==> config.mk <==
export PLATFORM = sky130hd
export DESIGN_NAME = byte_deque_with_value_purge
export DESIGN_NICKNAME = d
export VERILOG_FILES = /design/src/design/bdq_pkg.sv /design/src/design/bdq_ctrl.sv /design/src/design/bdq_dpath.sv /design/src/design/byte_deque_with_value_purge.sv
export SDC_FILE = /design/constraint.sdc
export NUM_CORES = 1
export LEC_CHECK = 0
export BUFFER_PORTS_ARGS = -buffer_cell sky130_fd_sc_hd__clkbuf_2
export CORE_MARGIN = 2
export CORE_UTILIZATION = 57
export CTS_BUF_LIST = sky130_fd_sc_hd__clkbuf_16
export DETAILED_ROUTE_END_ITERATION = 8
export PLACE_DENSITY_LB_ADDON = 0.2
export SKIP_CTS_REPAIR_TIMING = 1
export SYNTH_ARGS = -nofsm -noshare
export SYNTH_HDL_FRONTEND = slang
export SYNTH_HIERARCHICAL = 1
export SYNTH_SLANG_ARGS = --single-unit
==> constraint.sdc <==
create_clock -name clk -period 4.1 [get_ports clk]
set_input_delay 0.41 -clock clk [delete_from_list [all_inputs] [get_ports clk]]
set_output_delay 0.41 -clock clk [all_outputs]
set_load 0.01 [all_outputs]
==> src/design/bdq_pkg.sv <==
// Shared types, constants and ring arithmetic for the byte deque.
// No dependencies; every other design file imports this package.
package bdq_pkg;

	// Ring geometry
	localparam int CAPACITY = 64;
	localparam int IDX_W    = $clog2(CAPACITY);
	localparam int CNT_W    = $clog2(CAPACITY + 1);
	localparam int OP_W     = 3;
	localparam int BYTE_W   = 8;
	localparam int COUNT_W  = 7;

	// Operation codes
	typedef enum logic [OP_W-1:0] {
		OP_PUSH_FRONT = 3'd0,
		OP_PUSH_BACK  = 3'd1,
		OP_POP_FRONT  = 3'd2,
		OP_POP_BACK   = 3'd3,
		OP_PURGE      = 3'd4,
		OP_SIZE       = 3'd5
	} op_t;

	// Controller to datapath commands
	typedef struct packed {
		logic accept;
		logic scan;
		logic finish;
		logic emit;
	} ctl_cmd_t;

	// Datapath to controller status
	typedef struct packed {
		logic is_purge;
		logic has_result;
		logic scan_end;
		logic out_free;
	} dp_stat_t;

	// Ring slot that lies off entries past front; off stays below CAPACITY
	function automatic logic [IDX_W-1:0] ring_pos(input logic [IDX_W-1:0] front,
			input logic [CNT_W-1:0] off);
		logic [CNT_W:0] sum;
		sum = (CNT_W+1)'(front) + (CNT_W+1)'(off);
		if (sum >= (CNT_W+1)'(CAPACITY)) begin
			sum = sum - (CNT_W+1)'(CAPACITY);
		end
		return sum[IDX_W-1:0];
	endfunction

endpackage

==> src/design/bdq_ctrl.sv <==
// Sequencing state machine of the byte deque.
// Depends on bdq_pkg; drives commands to bdq_dpath and reads its status.
module bdq_ctrl (
	input  logic              clk,
	input  logic              arst_n,
	input  logic              in_valid,
	output logic              in_stall,
	input  bdq_pkg::dp_stat_t stat,
	output bdq_pkg::ctl_cmd_t cmd
);
	import bdq_pkg::*;

	typedef enum logic [2:0] {
		ST_IDLE = 3'b001,
		ST_SCAN = 3'b010,
		ST_EMIT = 3'b100
	} state_t;

	state_t state_q, state_d;

	// Decode commands from the current state
	always_comb begin
		cmd        = '0;
		in_stall   = 1'b1;
		state_d    = state_q;
		unique case (state_q)
			ST_IDLE: begin
				in_stall   = 1'b0;
				cmd.accept = in_valid;
				if (in_valid) begin
					priority if (stat.is_purge) begin
						state_d = ST_SCAN;
					end else if (stat.has_result) begin
						state_d = ST_EMIT;
					end else begin
						state_d = ST_IDLE;
					end
				end
			end
			ST_SCAN: begin
				cmd.scan   = !stat.scan_end;
				cmd.finish = stat.scan_end;
				if (stat.scan_end) begin
					state_d = ST_EMIT;
				end
			end
			ST_EMIT: begin
				cmd.emit = stat.out_free;
				if (stat.out_free) begin
					state_d = ST_IDLE;
				end
			end
			default: begin
				state_d = ST_IDLE;
			end
		endcase
	end

	// Advance state
	always_ff @(posedge clk or negedge arst_n) begin
		if (!arst_n) begin
			state_q <= ST_IDLE;
		end else begin
			state_q <= state_d;
		end
	end

endmodule

==> src/design/bdq_dpath.sv <==
// Ring store, pointers, purge walk and output register of the byte deque.
// Depends on bdq_pkg; acts on commands from bdq_ctrl.
module bdq_dpath (
	input  logic                          clk,
	input  logic                          arst_n,
	input  logic [bdq_pkg::OP_W-1:0]      op,
	input  logic [bdq_pkg::BYTE_W-1:0]    byte_value,
	input  bdq_pkg::ctl_cmd_t             cmd,
	output bdq_pkg::dp_stat_t             stat,
	output logic                          out_valid,
	input  logic                          out_stall,
	output logic [bdq_pkg::COUNT_W-1:0]   count,
	output logic [bdq_pkg::BYTE_W-1:0]    byte_out,
	output logic                          rejected
);
	import bdq_pkg::*;

	logic [BYTE_W-1:0] mem [CAPACITY];
	logic [BYTE_W-1:0] rd_data_q;
	logic [IDX_W-1:0]  front_q;
	logic [CNT_W-1:0]  occ_q;
	logic              rd_vld_s1;
	logic              out_valid_q;
	logic [CNT_W-1:0]  scan_q;
	logic [CNT_W-1:0]  kept_q;
	logic [BYTE_W-1:0] val_q;
	logic [CNT_W-1:0]  res_cnt_q;
	logic [BYTE_W-1:0] res_byte_q;
	logic              res_mem_q;
	logic              res_rej_q;
	logic [COUNT_W-1:0] count_q;
	logic [BYTE_W-1:0] byte_out_q;
	logic              rejected_q;

	op_t               op_in;
	logic              full;
	logic              empty;
	logic [IDX_W-1:0]  front_dec;
	logic              mem_we;
	logic              mem_re;
	logic [IDX_W-1:0]  wr_addr;
	logic [IDX_W-1:0]  rd_addr;
	logic [BYTE_W-1:0] wr_data;
	logic              scan_more;
	logic              keep_hit;

	assign op_in     = op_t'(op);
	assign full      = (occ_q == CNT_W'(CAPACITY));
	assign empty     = (occ_q == '0);
	assign front_dec = (front_q == '0) ? IDX_W'(CAPACITY - 1) : front_q - IDX_W'(1);
	assign scan_more = (scan_q != occ_q);
	assign keep_hit  = cmd.scan && rd_vld_s1 && (rd_data_q != val_q);

	// Status towards the controller
	always_comb begin
		stat.is_purge   = (op_in == OP_PURGE);
		stat.scan_end   = !scan_more && !rd_vld_s1;
		stat.out_free   = !out_valid_q || !out_stall;
		unique case (op_in)
			OP_PUSH_FRONT, OP_PUSH_BACK:           stat.has_result = full;
			OP_POP_FRONT, OP_POP_BACK, OP_PURGE,
			OP_SIZE:                               stat.has_result = 1'b1;
			default:                               stat.has_result = 1'b0;
		endcase
	end

	// Select memory port addresses
	always_comb begin
		mem_we  = 1'b0;
		mem_re  = 1'b0;
		wr_addr = front_dec;
		rd_addr = front_q;
		wr_data = byte_value;
		if (cmd.accept) begin
			unique case (op_in)
				OP_PUSH_FRONT: begin
					mem_we  = !full;
					wr_addr = front_dec;
				end
				OP_PUSH_BACK: begin
					mem_we  = !full;
					wr_addr = ring_pos(front_q, occ_q);
				end
				OP_POP_FRONT: begin
					mem_re  = !empty;
					rd_addr = front_q;
				end
				OP_POP_BACK: begin
					mem_re  = !empty;
					rd_addr = ring_pos(front_q, occ_q - CNT_W'(1));
				end
				default: begin
					mem_re = 1'b0;
				end
			endcase
		end else if (cmd.scan) begin
			mem_re  = scan_more;
			rd_addr = ring_pos(front_q, scan_q);
			mem_we  = keep_hit;
			wr_addr = ring_pos(front_q, kept_q);
			wr_data = rd_data_q;
		end
	end

	// Ring store with registered read
	always_ff @(posedge clk) begin
		if (mem_we) begin
			mem[wr_addr] <= wr_data;
		end
		if (mem_re) begin
			rd_data_q <= mem[rd_addr];
		end
	end

	// Pointers, walk valid and output valid
	always_ff @(posedge clk or negedge arst_n) begin
		if (!arst_n) begin
			front_q     <= '0;
			occ_q       <= '0;
			rd_vld_s1   <= 1'b0;
			out_valid_q <= 1'b0;
		end else begin
			if (cmd.accept) begin
				unique case (op_in)
					OP_PUSH_FRONT: begin
						if (!full) begin
							front_q <= front_dec;
							occ_q   <= occ_q + CNT_W'(1);
						end
					end
					OP_PUSH_BACK: begin
						if (!full) begin
							occ_q <= occ_q + CNT_W'(1);
						end
					end
					OP_POP_FRONT: begin
						if (!empty) begin
							front_q <= ring_pos(front_q, CNT_W'(1));
							occ_q   <= occ_q - CNT_W'(1);
						end
					end
					OP_POP_BACK: begin
						if (!empty) begin
							occ_q <= occ_q - CNT_W'(1);
						end
					end
					OP_PURGE: begin
						rd_vld_s1 <= 1'b0;
					end
					default: begin
						rd_vld_s1 <= 1'b0;
					end
				endcase
			end
			if (cmd.scan) begin
				rd_vld_s1 <= scan_more;
			end
			if (cmd.finish) begin
				occ_q <= kept_q;
			end
			if (cmd.emit) begin
				out_valid_q <= 1'b1;
			end else if (!out_stall) begin
				out_valid_q <= 1'b0;
			end
		end
	end

	// Walk counters, staged result and output beat
	always_ff @(posedge clk) begin
		if (cmd.accept) begin
			res_cnt_q  <= '0;
			res_byte_q <= '0;
			res_mem_q  <= 1'b0;
			res_rej_q  <= 1'b0;
			scan_q     <= '0;
			kept_q     <= '0;
			val_q      <= byte_value;
			unique case (op_in)
				OP_PUSH_FRONT, OP_PUSH_BACK: begin
					res_rej_q <= full;
				end
				OP_POP_FRONT, OP_POP_BACK: begin
					res_cnt_q <= empty ? '0 : CNT_W'(1);
					res_mem_q <= !empty;
				end
				OP_SIZE: begin
					res_cnt_q <= occ_q;
				end
				default: begin
					res_rej_q <= 1'b0;
				end
			endcase
		end
		if (cmd.scan) begin
			if (scan_more) begin
				scan_q <= scan_q + CNT_W'(1);
			end
			if (keep_hit) begin
				kept_q <= kept_q + CNT_W'(1);
			end
		end
		if (cmd.finish) begin
			res_cnt_q  <= occ_q - kept_q;
			res_byte_q <= (occ_q != kept_q) ? val_q : '0;
		end
		if (cmd.emit) begin
			count_q    <= COUNT_W'(res_cnt_q);
			byte_out_q <= res_mem_q ? rd_data_q : res_byte_q;
			rejected_q <= res_rej_q;
		end
	end

	assign out_valid = out_valid_q;
	assign count     = count_q;
	assign byte_out  = byte_out_q;
	assign rejected  = rejected_q;

endmodule

==> src/design/byte_deque_with_value_purge.sv <==
// Byte deque in a ring of CAPACITY entries, with push/pop at both ends and value purge.
// A successful push gives no result beat; the controller stays idle for the next item.
// Pop, size and a rejected push go to the emit state, which loads the result beat into
// the output register once it is free (registered memory read). A purge walks the held
// entries one per cycle, then finishes, emits its result and returns to idle; output stalls delay both.
// One item is in work at a time. Reset (arst_n low) empties the deque at once.
module byte_deque_with_value_purge (
	input  logic                          clk,
	input  logic                          arst_n,
	input  logic                          in_valid,
	output logic                          in_stall,
	input  logic [bdq_pkg::OP_W-1:0]      op,
	input  logic [bdq_pkg::BYTE_W-1:0]    byte_value,
	output logic                          out_valid,
	input  logic                          out_stall,
	output logic [bdq_pkg::COUNT_W-1:0]   count,
	output logic [bdq_pkg::BYTE_W-1:0]    byte_out,
	output logic                          rejected
);
	import bdq_pkg::*;

	ctl_cmd_t cmd;
	dp_stat_t stat;

	bdq_ctrl u_ctrl (
		.clk      (clk),
		.arst_n   (arst_n),
		.in_valid (in_valid),
		.in_stall (in_stall),
		.stat     (stat),
		.cmd      (cmd)
	);

	bdq_dpath u_dpath (
		.clk        (clk),
		.arst_n     (arst_n),
		.op         (op),
		.byte_value (byte_value),
		.cmd        (cmd),
		.stat       (stat),
		.out_valid  (out_valid),
		.out_stall  (out_stall),
		.count      (count),
		.byte_out   (byte_out),
		.rejected   (rejected)
	);

	// Load the output register only when it is free
	a_emit_free: assert property (@(posedge clk) disable iff (!arst_n)
		cmd.emit |-> stat.out_free)
		else $error("result loaded into a busy output register");

	// A taken purge holds off the next beat while it walks
	a_purge_holds: assert property (@(posedge clk) disable iff (!arst_n)
		(in_valid && !in_stall && op == OP_PURGE) |=> in_stall)
		else $error("input taken during a purge walk");

	// A new result beat comes only from an emit command
	a_out_source: assert property (@(posedge clk) disable iff (!arst_n)
		$rose(out_valid) |-> $past(cmd.emit))
		else $error("output valid raised without a result");

endmodule
==> reports/results.tsv, run 1 <==
metric	value	unit
status	finished, final reports clean	
r2r_setup_slack	40	ps
clock_latency	650	ps
rsz0062_at_grt	yes	
ys_async_sr_fraction	3.04	%
hold_violations	0	
antenna_left	0	
dr.pass1.iters	6	
synthFlopType	edfxtp_1	
clock_path_buffers	3	
dp_hpwl	50800	um
cap_viol_max_count	0	
placed_area	0.0305	mm^2
grt_max_degree	79	
drive_gt1_share	17.6	%
utilization	67.1	%
post-route-drc-count	0	
vias	20600	
crit_cells	16	
drt-initial-drc-count	2588	
clockRootBuffer	clkbuf_16	
setup_viol	0	
clk_pin_slew	60	ps
netlist_instances	2262	
seq_area_frac_synth	61.9	%
port_buffers	32	
dp_slack	-308	ps
crit_start	u_dpath/occ_q[1]	
grt_pass1_wl	119000	um
critical_path.top_delay_family	buffers and inverters	
final_max_slew_viol_count	0	
crit_buf_inv	6	
pwr-share-clk	24.2	%
synth_area_per_cell	12.6	um^2
gp_congestion	0.899	
r2r_cells	16	
internal_power	13.6	mW
core_area	0.0491	mm^2
fin_skew	19.1	ps
area_growth	15.9	%
clock_sinks	593	
grt_pass1_vias	20000	
htreeDepth	2	
die_h	227	um
slowest_delay	410	ps
die_w	227	um
required	4490	ps
fin_cells	3111	
grt_usage	30.9	%
ios	33	
p_total	21.7	mW
period_share	99.1	%
dp.cells	2972	
p_sw	8.15	mW
max_freq	246	MHz
wl_per_cell	25.7	um
period_minus_slack	4060	ps
n_fill_cell	3572	
ir_worst_vdd	484	uV
antenna_found_initial	0	
start_util	57.9	%
power_frac_comb	43.3	%
diodes	0	
synth_cell_types	84	
cts_made_buffers	60	
wl	79900	um
r2r_start	u_dpath/occ_q[1]	
cp_cell_sequence	buf_4 -> inv_1 -> ha_1 -> inv_1 -> fa_1 -> xnor2_1 -> o22ai_1 -> a31o_2 -> buf_4 -> nand3_1 -> buf_12 -> o32ai_1 -> a221oi_1 -> buf_4 -> mux2i_1 -> mux2_2	
powerDensity	660	mW/mm^2
cp-start-kind	flop	
yosys_warnings	6	
vias_per_cell	6.62	
grt_overflow	0	
synth_edf_count	561	
path_common_cell	buf_4	
nets	2453	
cp_max_fo	31	
arrival	4460	ps
cts_tree	built	
leakagePower	11.6	nW
synth.area.top_cells	edfxtp_1, mux2i_1, a21oi_1, nand2_1, a22oi_1	
endpoint_kind	flop	
finish.instance_area	0.0329	mm^2
synth_seq_cells	593	
yosysTopAreaCellShare	59.3	%
slew_headroom	24.1	%
dieArea	0.0516	mm^2
reg2reg_to	u_dpath/rd_data_q[0]	
synth_nets	2318	
syn_area	0.0284	mm^2
crit_type	reg2reg	
crit_path_top_delay_cell	fa_1	
holdCritPathClass	in2reg	
switching_share	37.5	%
synth_top_area_cell	edfxtp_1	
seqPwrFrac	32.5	%
cp-endpoint	u_dpath/rd_data_q[0]	
setup_ws	37.6	ps
worst_pin_slew	1140	ps
rows	81	
## cell type report
| cell class | count | area, um^2 | area share (%) |
|---|---|---|---|
| multi-input combinational | 1465 | 10300 | 31.2 |
| sequential | 593 | 17600 | 53.4 |
| tap | 664 | 831 | 2.52 |
| inverter | 26 | 97.6 | 0.296 |
| timing repair buffer | 251 | 2250 | 6.83 |
| clock buffer | 61 | 1530 | 4.64 |
| clock inverter | 51 | 352 | 1.07 |
## layer usage
layer	global-route usage, %	share of wire, %
met3	6.27	10
met2	48.0	46
met1	42.2	40
met5	0	0
met4	14.2	4.4
## synthesized netlist by cell type, drive strengths merged, types with 17 or more instances
| master | count |
|---|---|
| nand2 | 223 |
| buf | 67 |
| mux2i | 147 |
| inv | 26 |
| nand3 | 21 |
| ha | 36 |
| a311o | 29 |
| o21ai | 51 |
| edfxtp | 561 |
| a221o | 30 |
| xnor2 | 37 |
| a21oi | 224 |
| nor2 | 88 |
| dfrtp | 17 |
| a221oi | 38 |
| mux2 | 25 |
| a211oi | 62 |
| nand2b | 66 |
| and3 | 41 |
| clkbuf | 111 |
| o32ai | 28 |
| o22ai | 33 |
| o2bb2ai | 30 |
| a21boi | 28 |
| a22oi | 63 |
## placed cells by master (no fill, tap or decap), types with 28 or more instances in the layout
cell type    n
a211oi_1    53
a21boi_0    28
a21oi_1    222
a221o_1     30
a22oi_1     63
a311o_1     28
and3_1      41
buf_12      29
buf_4      178
clkbuf_16   63
clkbuf_2    32
edfxtp_1   561
ha_1        36
inv_1       37
mux2i_1    144
nand2_1    213
nand2b_1    66
nor2_1      82
o21ai_0     48
o22ai_1     28
o2bb2ai_1   28
xnor2_1     37
## worst min path at each step
| stage | cells past startpoint | end | startpoint | slack (ps) |
|---|---|---|---|---|
| final | 1 | u_dpath/val_q[0] | byte_value[0] | 4 |
| after global routing | 1 | u_dpath/val_q[0] | byte_value[0] | 1 |
| after CTS | 1 | u_dpath/front_q[0] | arst_n | -280 |
| after detailed placement | 1 | u_ctrl/state_q[1] | arst_n | 400 |
| after global placement | 1 | u_ctrl/state_q[1] | arst_n | 390 |
| after floorplan | 0 | u_ctrl/state_q[1] | arst_n | 110 |
## power groups by stage
stage	Sequential, mW	Combinational (mW)	Clock, mW
final	7.06	9.41	5.25
after CTS	7.05	8.74	5.32
after floorplan	7.09	5.62	0
after global placement	7.17	8.52	0
after global routing	7.06	9.95	5.54
after detailed placement	7.18	8.69	0
## stage by stage
stage               TNS, ps  hold WS (ps)
finish                    0          3.94
global route           -295          1.27
CTS                   -1630          -277
detailed placement    -1340           402
global placement       -840           394
floorplan                 0           114
## cells by family after synthesis
| group | Yosys count | synth area share (%) |
|---|---|---|
| compound gates | 668 | 16.2 |
| flops | 593 | 61.9 |
| simple gates | 534 | 9.23 |
| buf+inv | 204 | 3.05 |
| mux | 172 | 6.19 |
| xor+xnor | 50 | 1.54 |
| fa+ha+maj | 41 | 1.94 |
## worst reg2reg max path, cell delays in order (launching register included)
cell and delay (ps):
dfrtp_1 370, buf_4 200, inv_1 100, ha_1 310, inv_1 70, fa_1 410
xnor2_1 270, o22ai_1 160, a31o_2 260, buf_4 180, nand3_1 140, buf_12 250
o32ai_1 200, a221oi_1 300, buf_4 180, mux2i_1 110, mux2_2 300
## sequential cells by signal, summed over array words and instances, names as in the netlist, 3 cells and up
name and flops:
u_ctrl/state_q 3, u_dpath/byte_out 8, u_dpath/res_cnt_q 7, u_dpath/front_q 6, u_dpath/res_byte_q 8, u_dpath/kept_q 7, u_dpath/count 7, u_dpath/occ_q 7
u_dpath/mem 512, u_dpath/rd_data_q 8, u_dpath/val_q 8, u_dpath/scan_q 7
Power figures use the tool's default switching activity.
==> run 2: changes to the inputs <==
Settings changed: CORE_UTILIZATION 57 to 64, PLACE_DENSITY from default to 0.77, PLACE_DENSITY_LB_ADDON 0.2 to default.
Clock period 4.1 ns to 4.19 ns, I/O delays scaled along.
==> reports/results.tsv, run 2 (synthesized netlist as in run 1, its figures left out) <==
metric	value	unit
fin_cells	2971	
critical_path.top_delay_family	simple AND/OR/NAND/NOR gates	
drt-initial-drc-count	3169	
pwr-share-clk	25.9	%
cp_max_fo	17	
path_common_cell	nor2_1	
die_w	215	um
crit_buf_inv	1	
grt_overflow	0	
ir_worst_vdd	472	uV
hold_violations	0	
dp_hpwl	48800	um
internal_power	13.2	mW
arrival	4340	ps
vias	20400	
finish.instance_area	0.0321	mm^2
port_buffers	32	
wl	77400	um
dp.cells	2858	
power_frac_comb	41.1	%
wl_per_cell	26.1	um
setup_viol	0	
grt_max_degree	94	
switching_share	36.7	%
clk_pin_slew	70	ps
largest_reg_flops	512	
max_freq	244	MHz
die_h	215	um
post-route-drc-count	0	
grt_pass1_wl	117000	um
htreeDepth	2	
clockRootBuffer	clkbuf_16	
dr.pass1.iters	6	
vias_per_cell	6.87	
setup_ws	96.9	ps
holdCritPathClass	in2reg	
required	4440	ps
clock_path_buffers	3	
area_growth	13.1	%
period_share	97.7	%
p_sw	7.69	mW
powerDensity	651	mW/mm^2
start_util	64.5	%
cts_made_buffers	58	
nets	2387	
final_common_cell	edfxtp_1	
antenna_found_initial	1	
endpoint_kind	flop	
rows	77	
rsz0062_at_grt	yes	
status	finished, final reports clean	
diodes	0	
cap_viol_max_count	0	
grt_usage	33.3	%
slew_headroom	15.8	%
cts_tree	built	
largest-register	u_dpath/mem	
cp_cell_sequence	xor2_1 -> nor4_1 -> nand4_1 -> nor2_1 -> nor2b_1 -> buf_4 -> nand2b_2 -> a2111oi_0 -> a221oi_1 -> o211a_2 -> or3b_1 -> nor2_1	
cp-start-kind	flop	
p_total	20.9	mW
final_max_slew_viol_count	0	
fin_skew	23.0	ps
clock_sinks	593	
n_fill_cell	2843	
ios	33	
placed_area	0.0300	mm^2
period_minus_slack	4090	ps
crit_path_top_delay_cell	nor2_1	
grt_pass1_vias	20000	
dieArea	0.0461	mm^2
leakagePower	11.2	nW
dp_slack	23.5	ps
drive_gt1_share	14.9	%
crit_type	reg2reg	
gp_congestion	0.898	
clock_latency	630	ps
seqPwrFrac	33.0	%
layout_common_cells	edfxtp_1, a21oi_1, nand2_1	
worst_pin_slew	1260	ps
slowest_delay	790	ps
antenna_left	0	
core_area	0.0440	mm^2
tns	0	ps
## run 2: path summary, 6_finish.rpt
kind                                 startpoint                  to  slack (ps)  cells past startpoint
setup reg to reg              u_dpath/scan_q[1]  u_dpath/mem[42][1]         100                     12
max in group asynchronous                arst_n  u_dpath/front_q[3]        3500                      2
hold reg to reg            u_dpath/res_cnt_q[3]    u_dpath/count[3]         420                      0
hold / removal                    byte_value[1]    u_dpath/val_q[1]          10                      1
setup / recovery              u_dpath/scan_q[1]  u_dpath/mem[42][1]         100                     12
min in group asynchronous                arst_n   u_dpath/out_valid         320                      2
## run 2: final cells by class
| class | instances | area, um^2 | share of cell area (%) |
|---|---|---|---|
| flip-flops and latches | 593 | 17600 | 54.7 |
| multi-input cells | 1465 | 10100 | 31.6 |
| repair buffers | 187 | 1590 | 4.95 |
| clock buffers | 58 | 1450 | 4.52 |
| well taps | 592 | 741 | 2.30 |
| clock inverters | 50 | 531 | 1.65 |
| inverters | 26 | 97.6 | 0.304 |
## run 2: routing by layer
| metal | GRT usage (%) | wire, um |
|---|---|---|
| met1 | 45.8 | 29300 |
| met5 | 0 | 8 |
| met3 | 6.21 | 8870 |
| met4 | 15.7 | 3700 |
| met2 | 52.0 | 35600 |
## run 2: through the flow
step	util, %	hold slack [ps]
finish	73.0	12.6
global route	73.0	2.69
CTS	72.7	-239
detailed placement	68.2	405
global placement	68.2	405
floorplan	-	123
## run 2: power by group through the flow
stage | Combinational, mW | Sequential (mW) | Clock [mW]
6_report | 8.60 | 6.91 | 5.42
5_1_grt | 9.08 | 6.92 | 5.67
4_1_cts | 8.29 | 6.90 | 5.46
3_5_place_dp | 8.22 | 7.02 | 0
3_3_place_gp | 8.05 | 7.02 | 0
2_1_floorplan | 5.49 | 6.94 | 0
## run 2: worst register-to-register path, stage by stage, from the launching register on
cell and delay [ps]:
dfxtp_1 420, xor2_1 200, nor4_1 60, nand4_1 120
nor2_1 80, nor2b_1 300, buf_4 300, nand2b_2 190
a2111oi_0 350, a221oi_1 110, o211a_2 210, or3b_1 600
nor2_1 790
